<file path="config.mk">
export PLATFORM = sky130hd
export DESIGN_NAME = path_string_mix_hash
export DESIGN_NICKNAME = d
export VERILOG_FILES = /design/src/design/psmh_pkg.sv /design/src/design/path_string_mix_hash.sv
export SDC_FILE = /design/constraint.sdc
export NUM_CORES = 2
export LEC_CHECK = 0
export BUFFER_PORTS_ARGS = -buffer_cell sky130_fd_sc_hd__buf_2
export CAP_MARGIN = 20
export CORE_ASPECT_RATIO = 2
export CORE_MARGIN = 3
export CORE_UTILIZATION = 50
export CTS_CLUSTER_SIZE = 14
export DETAILED_ROUTE_END_ITERATION = 10
export PLACE_DENSITY = 0.74
export REMOVE_ABC_BUFFERS = 1
export SYNTH_ARGS = -nofsm -noshare
export SYNTH_HDL_FRONTEND = slang
export SYNTH_SLANG_ARGS = --single-unit
</file>
<file path="constraint.sdc">
create_clock -name clk -period 6.67 [get_ports clk]
set_clock_uncertainty 0.1 [all_clocks]
set_input_delay 0 -clock clk [delete_from_list [all_inputs] [get_ports clk]]
set_output_delay 0 -clock clk [all_outputs]
set_load 0.01 [all_outputs]
</file>
<file path="src/design/psmh_pkg.sv">
package psmh_pkg;

	// Hash constants
	localparam logic [31:0] TAIL_WORD0 = 32'h9BFE_8468;
	localparam logic [31:0] TAIL_WORD1 = 32'h66F4_0C58;
	localparam logic [31:0] KEY_XOR    = 32'h267B_0B11;
	localparam logic [31:0] M1_AND     = 32'hBDEB_77DE;
	localparam logic [31:0] M1_OR      = 32'h0204_0801;
	localparam logic [31:0] M2_AND     = 32'h7D7E_BBDE;
	localparam logic [31:0] M2_OR      = 32'h0080_4021;
	localparam logic [31:0] RESET_A    = 32'h7759_799B;
	localparam logic [31:0] RESET_B    = 32'h37A3_170E;
	localparam logic [31:0] RESET_KEY  = 32'hF4F7_0C38;

	// Default limit on the number of words that count
	localparam int MAX_WORDS_DEF = 64;

	// Digit-serial multiplier geometry
	localparam int WORD_W     = 32;
	localparam int DIGIT_W    = 4;
	localparam int NUM_DIGITS = WORD_W / DIGIT_W;
	localparam int DCNT_W     = $clog2(NUM_DIGITS);
	localparam int PSUM_W     = WORD_W + DIGIT_W;

	// Character codes used by the folding step
	localparam logic [7:0] CH_UPPER_A = 8'h41;
	localparam logic [7:0] CH_UPPER_Z = 8'h5A;
	localparam logic [7:0] CH_CASE    = 8'h20;
	localparam logic [7:0] CH_SLASH   = 8'h2F;
	localparam logic [7:0] CH_BSLASH  = 8'h5C;
	localparam logic [7:0] CH_NUL     = 8'h00;

	typedef enum logic [1:0] {
		ST_IDLE,
		ST_SETUP,
		ST_MUL,
		ST_FIN
	} state_t;

	typedef enum logic [1:0] {
		RND_WORD,
		RND_TAIL0,
		RND_TAIL1
	} rnd_t;

endpackage

</file>
<file path="src/design/path_string_mix_hash.sv">
// String mixing hash.
// The input channel (in_valid, in_stall, char_byte, last) carries one byte per
// transaction. Upper-case letters fold to lower case and '/' becomes '\'.
// Bytes pack little-endian into 32-bit words; only the first 4*MAX_WORDS bytes
// count, and a zero byte ends the string early. The transaction with last set
// ends the string and yields one hash on the output channel (out_valid,
// out_stall, hash); other transactions yield nothing.
// A byte that does not complete a word is taken and needs no round. A byte that
// completes a word is taken and then starts a mixing round (a set-up state, the
// 32x4 digit multiplier working through the eight 4-bit digits of the multiplier,
// then a state that folds the products). The last transaction runs up to three
// rounds, and the hash is valid in the cycle after the final round.
// Reset clears the block to its initial hash state with no hash pending.
// The result sits in an output register, so the block goes on taking bytes
// while it waits; only the final round of the next string waits for the
// receiver to take the previous hash.
module path_string_mix_hash
	import psmh_pkg::*;
#(
	parameter int MAX_WORDS = MAX_WORDS_DEF
) (
	input  logic        clk,
	input  logic        arst_n,
	input  logic        in_valid,
	output logic        in_stall,
	input  logic [7:0]  char_byte,
	input  logic        last,
	output logic        out_valid,
	input  logic        out_stall,
	output logic [31:0] hash
);

	localparam int WCNT_W = $clog2(MAX_WORDS + 1);

	state_t state_q, state_d;
	rnd_t   rnd_q;

	logic [31:0]       acc_a_q, acc_b_q, rot_q;
	logic [31:0]       wbuf_q;
	logic [1:0]        pos_q;
	logic [WCNT_W-1:0] wcnt_q;
	logic              ended_q;
	logic              fin_q;
	logic [31:0]       w_q;
	logic [31:0]       ea_q, eb_q;
	logic [31:0]       h1_q, l1_q, h2_q, l2_q;
	logic [DCNT_W-1:0] dcnt_q;
	logic [31:0]       hash_q;
	logic              out_valid_q;

	logic        do_accept, fin_go, out_take;
	logic [7:0]  ch_fold;
	logic        take, word_done, need_word;
	logic [31:0] eff_buf;
	logic [1:0]  eff_pos;
	logic [31:0] rot_new, key_t, ea_new, eb_new, m1, m2;
	logic [PSUM_W-1:0] psum1, psum2;
	logic [31:0] new_a, new_b;

	// Handshake and sequencing strobes
	always_comb begin
		in_stall  = (state_q != ST_IDLE);
		do_accept = in_valid && (state_q == ST_IDLE);
		out_take  = out_valid_q && !out_stall;
		fin_go    = (state_q == ST_FIN) &&
			!((rnd_q == RND_TAIL1) && out_valid_q && out_stall);
	end

	assign out_valid = out_valid_q;
	assign hash      = hash_q;

	// Byte folding and word packing for the incoming transaction
	always_comb begin
		ch_fold = char_byte;
		if (char_byte inside {[CH_UPPER_A:CH_UPPER_Z]}) begin
			ch_fold = char_byte + CH_CASE;
		end else if (char_byte == CH_SLASH) begin
			ch_fold = CH_BSLASH;
		end
		take    = !ended_q && (char_byte != CH_NUL) && (wcnt_q < WCNT_W'(MAX_WORDS));
		eff_buf = wbuf_q;
		eff_pos = pos_q;
		if (take) begin
			eff_buf[{pos_q, 3'b000} +: 8] = ch_fold;
			eff_pos = pos_q + 2'd1;
		end
		word_done = take && (pos_q == 2'd3);
		need_word = word_done || (last && (eff_pos != 2'd0));
	end

	// Round set-up: rotate the key and form multiplicands and multipliers
	always_comb begin
		rot_new = {rot_q[30:0], rot_q[31]};
		key_t   = rot_new ^ KEY_XOR;
		ea_new  = w_q ^ acc_a_q;
		eb_new  = w_q ^ acc_b_q;
		m1      = ((key_t + ea_new) & M1_AND) | M1_OR;
		m2      = ((key_t + eb_new) & M2_AND) | M2_OR;
	end

	// One multiplier digit per cycle for each product
	always_comb begin
		psum1 = PSUM_W'(h1_q) + PSUM_W'(eb_q) * PSUM_W'(l1_q[DIGIT_W-1:0]);
		psum2 = PSUM_W'(h2_q) + PSUM_W'(ea_q) * PSUM_W'(l2_q[DIGIT_W-1:0]);
	end

	// Fold the finished products into the accumulators
	always_comb begin
		new_b = (h1_q != 32'd0) ? (h1_q + l1_q + 32'd1) : l1_q;
		new_a = (h2_q != 32'd0) ? (l2_q + {h2_q[30:0], 1'b0} + 32'd2) : l2_q;
	end

	// Next state
	always_comb begin
		state_d = state_q;
		case (state_q)
			ST_IDLE: begin
				if (do_accept && (need_word || last)) begin
					state_d = ST_SETUP;
				end
			end
			ST_SETUP: begin
				state_d = ST_MUL;
			end
			ST_MUL: begin
				if (dcnt_q == DCNT_W'(NUM_DIGITS - 1)) begin
					state_d = ST_FIN;
				end
			end
			ST_FIN: begin
				if (fin_go) begin
					if ((rnd_q == RND_WORD) && !fin_q) begin
						state_d = ST_IDLE;
					end else if (rnd_q == RND_TAIL1) begin
						state_d = ST_IDLE;
					end else begin
						state_d = ST_SETUP;
					end
				end
			end
			default: begin
				state_d = ST_IDLE;
			end
		endcase
	end

	always_ff @(posedge clk or negedge arst_n) begin
		if (!arst_n) begin
			state_q <= ST_IDLE;
		end else begin
			state_q <= state_d;
		end
	end

	// Hash state, string packing and round sequencing
	always_ff @(posedge clk or negedge arst_n) begin
		if (!arst_n) begin
			acc_a_q     <= RESET_A;
			acc_b_q     <= RESET_B;
			rot_q       <= RESET_KEY;
			wbuf_q      <= '0;
			pos_q       <= '0;
			wcnt_q      <= '0;
			ended_q     <= 1'b0;
			fin_q       <= 1'b0;
			rnd_q       <= RND_WORD;
			out_valid_q <= 1'b0;
		end else begin
			// A new hash may replace one that is taken in the same cycle.
			if (fin_go && (rnd_q == RND_TAIL1)) begin
				out_valid_q <= 1'b1;
			end else if (out_take) begin
				out_valid_q <= 1'b0;
			end
			if (do_accept) begin
				fin_q <= last;
				if (last) begin
					wbuf_q  <= '0;
					pos_q   <= '0;
					wcnt_q  <= '0;
					ended_q <= 1'b0;
				end else begin
					wbuf_q  <= word_done ? 32'd0 : eff_buf;
					pos_q   <= eff_pos;
					wcnt_q  <= word_done ? (wcnt_q + WCNT_W'(1)) : wcnt_q;
					ended_q <= ended_q || (char_byte == CH_NUL);
				end
				rnd_q <= need_word ? RND_WORD : RND_TAIL0;
			end
			if (state_q == ST_SETUP) begin
				rot_q <= rot_new;
			end
			if (fin_go) begin
				case (rnd_q)
					RND_WORD: begin
						acc_a_q <= new_a;
						acc_b_q <= new_b;
						rnd_q   <= RND_TAIL0;
					end
					RND_TAIL0: begin
						acc_a_q <= new_a;
						acc_b_q <= new_b;
						rnd_q   <= RND_TAIL1;
					end
					RND_TAIL1: begin
						acc_a_q <= RESET_A;
						acc_b_q <= RESET_B;
						rot_q   <= RESET_KEY;
						fin_q   <= 1'b0;
						rnd_q   <= RND_WORD;
					end
					default: begin
						rnd_q <= RND_WORD;
					end
				endcase
			end
		end
	end

	// Digit counter of the multiplier
	always_ff @(posedge clk or negedge arst_n) begin
		if (!arst_n) begin
			dcnt_q <= '0;
		end else if (state_q == ST_MUL) begin
			dcnt_q <= dcnt_q + DCNT_W'(1);
		end else begin
			dcnt_q <= '0;
		end
	end

	// Datapath registers: round word, operands, partial products and result
	always_ff @(posedge clk) begin
		if (do_accept) begin
			w_q <= need_word ? eff_buf : TAIL_WORD0;
		end
		if (fin_go) begin
			if (rnd_q == RND_TAIL0) begin
				w_q <= TAIL_WORD1;
			end else begin
				w_q <= TAIL_WORD0;
			end
			if (rnd_q == RND_TAIL1) begin
				hash_q <= new_a ^ new_b;
			end
		end
		case (state_q)
			ST_SETUP: begin
				ea_q <= ea_new;
				eb_q <= eb_new;
				h1_q <= '0;
				h2_q <= '0;
				l1_q <= m1;
				l2_q <= m2;
			end
			ST_MUL: begin
				h1_q <= psum1[PSUM_W-1:DIGIT_W];
				h2_q <= psum2[PSUM_W-1:DIGIT_W];
				l1_q <= {psum1[DIGIT_W-1:0], l1_q[WORD_W-1:DIGIT_W]};
				l2_q <= {psum2[DIGIT_W-1:0], l2_q[WORD_W-1:DIGIT_W]};
			end
			default: begin
			end
		endcase
	end

	// Checks on sequencing
	a_out_from_tail: assert property (@(posedge clk) disable iff (!arst_n)
		$rose(out_valid_q) |-> $past(state_q == ST_FIN && rnd_q == RND_TAIL1))
		else $error("hash presented without a final tail round");

	a_wcnt_bound: assert property (@(posedge clk) disable iff (!arst_n)
		wcnt_q <= WCNT_W'(MAX_WORDS))
		else $error("word count beyond limit");

	a_mul_length: assert property (@(posedge clk) disable iff (!arst_n)
		(state_q == ST_MUL && dcnt_q == DCNT_W'(NUM_DIGITS - 1)) |=> state_q == ST_FIN)
		else $error("multiplier did not finish after all digits");

	a_last_busy: assert property (@(posedge clk) disable iff (!arst_n)
		(in_valid && !in_stall && last) |=> in_stall)
		else $error("final transaction did not start tail rounds");

endmodule
</file>
==> results.txt <==
* Initial cell density of the core: 50.5%
- Max-slew violation count: 0
- Across the run, the number of max-cap violations was 0.
- In this run the deepest clock path goes through 3 buffers.
- Total CTS buffers: 38
- Outcome: completed
- Entering global routing, the biggest net connects 66 pins.
- For this block, the via count after detailed routing is 25400.
- Critical path type: flip-flop to flip-flop
- Final setup TNS: 0 ns
- Relative to the synthesized area, the layout overhead comes to 7.59%.
- Yosys attributes the largest share of cell area to sky130_fd_sc_hd__edfxtp_1 23%, sky130_fd_sc_hd__fa_1 11%, sky130_fd_sc_hd__ha_1 9.6%.
* Core region area: 64900 sq um
* Dominant cell by count in the synthesized netlist: sky130_fd_sc_hd__inv_1
- Crit path capture type: flip-flop
- Top cell family by delay on the critical path: adder cells
* Root Driver: sky130_fd_sc_hd__clkbuf_16
* Die Height: 368 um
- The die is 187 um wide.
* Buffers and inverters on the worst path: 1
- After clock tree synthesis, the clock-pin slew on the worst setup and hold paths is 0.07 ns.
* Antenna diode count: 0
* Drc violations: 0
- Dividing the final minimum period by the clock period gives 84.6%.
- Number of top-level pins: 47
- After floorplanning, the core was divided into 132 placement rows.
- For the finished layout, the period the worst path requires is 5.64 ns.
* Worst Path Required: 6.89 ns
- The cell area that synthesis handed to floorplanning was 32800 sq um.
* Slowest cell on the critical path: sky130_fd_sc_hd__edfxtp_1
- The H-tree was split into 2 levels.
- The first detailed-routing pass took 8 iterations.
- After synthesis the netlist holds a flip-flop and latch count of 403.
* Congestion Overflow GR: 0
* Worst Max-Slew Pin Slew: 1.06 ns
- Setup repair after global routing left no endpoint under its margin.
- The worst setup path is launched from a flip-flop.
- Hold WC Path Type: primary input to async pin
- The biggest area contributor in the post-synthesis netlist is sky130_fd_sc_hd__edfxtp_1.
* Die area: 68900 sq um
- HPWL reported at the end of detailed placement: 77200 um
- Gp weighted congestion: 0.980
- Mapped Avg Cell Area: 9.78 sq um
- Global-route usage over all layers: 28.3%
* Max Fanout on Critical Path: 33
- Counting flops with a built-in enable in the synthesized netlist gives 256.
- Worst flop-to-flop path startpoint: l2_q[1]$_DFFE_PP_
* Worst Setup SP: l2_q[1]$_DFFE_PP_
- Cell types with the highest counts after synthesis: 341 x sky130_fd_sc_hd__inv_1, 272 x sky130_fd_sc_hd__and2_1, 256 x sky130_fd_sc_hd__edfxtp_1, 251 x sky130_fd_sc_hd__ha_1, 238 x sky130_fd_sc_hd__nand2_1
* Number of antenna violations at the first check in global routing: 0
- The largest single stage delay on the critical path is 1.01 ns.
- Sequence of cells on the critical path: nand2_1 > fa_1 > fa_1 > fa_1 > inv_1 > ha_1 > a21oi_1 > o211ai_1 > and2_1 > a221o_1 > a221o_1 > a221oi_1 > o21ai_0 > xor2_1 > and2_1
- Hold violation count in the final report: 0
* Via density per instance: 5.95
* Via count of the first global-routing pass: 26400
- For the worst setup path, the data arrival time is 5.86 ns.
- CTS tree: built
- Count of clock tree sinks: 403
- Net total in the final layout: 3809
* Count of antenna-violating nets left after detailed routing: 0
- Wire length per cell: 23.1 um
- Relative max-transition margin: 29.1%
- Cells with a size suffix above 1 make up 6.58% of the layout.
- Final number of setup-violating endpoints: 0
* Top-area cell type share of the netlist area: 23.4%
* Most frequent cell on the critical path: sky130_fd_sc_hd__fa_1
- Number of buffers added on ports: 46
- Among all flip-flop cells after synthesis, the most frequent one is sky130_fd_sc_hd__edfxtp_1.
- The clock reaches the later pin of the worst-skew pair after 0.56 ns.
- Of all flip-flops after synthesis, the portion carrying an async set or reset was 36.5%.
- Sequential element share of the synthesized area: 34.9%
- Number of warning messages in the yosys log: 0
* Number of cells produced by synthesis: 3352
* Total routed wirelength: 98200 um
* 1st-iter DRT viols: 1579
- First-pass GRT wire length: 150000 um
* Max Clk Rate: 177 MHz
- Count of buffers added by post-CTS timing repair for setup: 0
* Post-synthesis cell type count: 90
-- routing by layer --
| layer | track usage (%) | vias up | wire (um) |
|---|---|---|---|
| met3 | 2.83 | 421 | 3950 |
| met4 | 25.5 | 0 | 11000 |
| met1 | 27.3 | 12400 | 31800 |
| li1 | - | 11700 | - |
| met2 | 52.6 | 853 | 51400 |
| met5 | 0 | - | 0 |
-- placed cells by master (no fill, tap or decap), types with 41 or more instances in the layout --
cell                        Yosys  final
sky130_fd_sc_hd__nand3_1       46     46
sky130_fd_sc_hd__ha_1         251    248
sky130_fd_sc_hd__buf_2          8     46
sky130_fd_sc_hd__fa_1         186    186
sky130_fd_sc_hd__dfstp_2       53     53
sky130_fd_sc_hd__o21ai_0      169    169
sky130_fd_sc_hd__a21o_1       113    113
sky130_fd_sc_hd__clkbuf_16      0     41
sky130_fd_sc_hd__a21oi_1      211    210
sky130_fd_sc_hd__nand2_1      238    238
sky130_fd_sc_hd__and2_1       272    272
sky130_fd_sc_hd__inv_1        341    340
sky130_fd_sc_hd__nor2_1       222    219
sky130_fd_sc_hd__dfrtp_1       94     94
sky130_fd_sc_hd__xnor2_1       84     84
sky130_fd_sc_hd__mux2i_1       41     41
sky130_fd_sc_hd__edfxtp_1     256    256
sky130_fd_sc_hd__xor2_1       155    155
-- area by class of cell --
class	instances	area [sq um]
fill	5647	29600
sequential	403	11400
timing repair buffer	82	552
inverter	342	1280
clock buffer	56	1110
tap	871	1090
multi-input combinational	2492	19700
clock inverter	13	121
-- cell families (layout without fill, tap and decap cells) --
kind of cell | count (synthesis) | in the layout | synth area share (%)
compound gates | 787 | 787 | 15.8
simple gates | 983 | 983 | 15.3
buf+inv | 457 | 493 | 5.29
mux | 46 | 46 | 1.42
fa+ha+maj | 437 | 437 | 20.9
xor+xnor | 239 | 239 | 6.38
flops | 403 | 403 | 34.9
-- stage by stage --
stage | instance area [sq um] | setup WS, ns | util (%) | instances | hold WS [ns]
after global routing | 35300 | 0.722 | 54.3 | 4259 | 0.0416
final | 35300 | 1.03 | 54.3 | 4259 | 0.0561
after CTS | 35300 | 1.11 | 54.3 | 4259 | 0.00306
after floorplan | 32300 | 1.06 | - | 3237 | -0.396
after detailed placement | 33900 | 1.13 | 52.2 | 4178 | -0.0556
after global placement | 33900 | 1.24 | 52.2 | 4177 | -0.0606
-- what timing repair did --
item | 4_1_cts | 5_1_grt
hold buffers | 12 | 0
resized for setup | 0 | 0
setup endpoints to repair | 0 | 0
hold endpoints to repair | 107 | 0
-- path summary, 6_finish.rpt --
kind                       depth (start not counted)  slack [ns]                      end
min                                                2        0.06  acc_a_q[26]$_DFFE_PN1P_
max reg2reg                                       15        1.03   h2_q[19]$_SDFFCE_PN0P_
min reg2reg                                        1        0.32      dcnt_q[0]$_DFF_PN0_
max in group asynchronous                          4        5.19  acc_b_q[29]$_DFFE_PN1P_
max                                               15        1.03   h2_q[19]$_SDFFCE_PN0P_
min in group clk                                   3        0.06    wbuf_q[9]$_DFFE_PN0P_
Power is not shown: default switching activity piles up to over one toggle a cycle in this logic, so the estimate is an artifact.
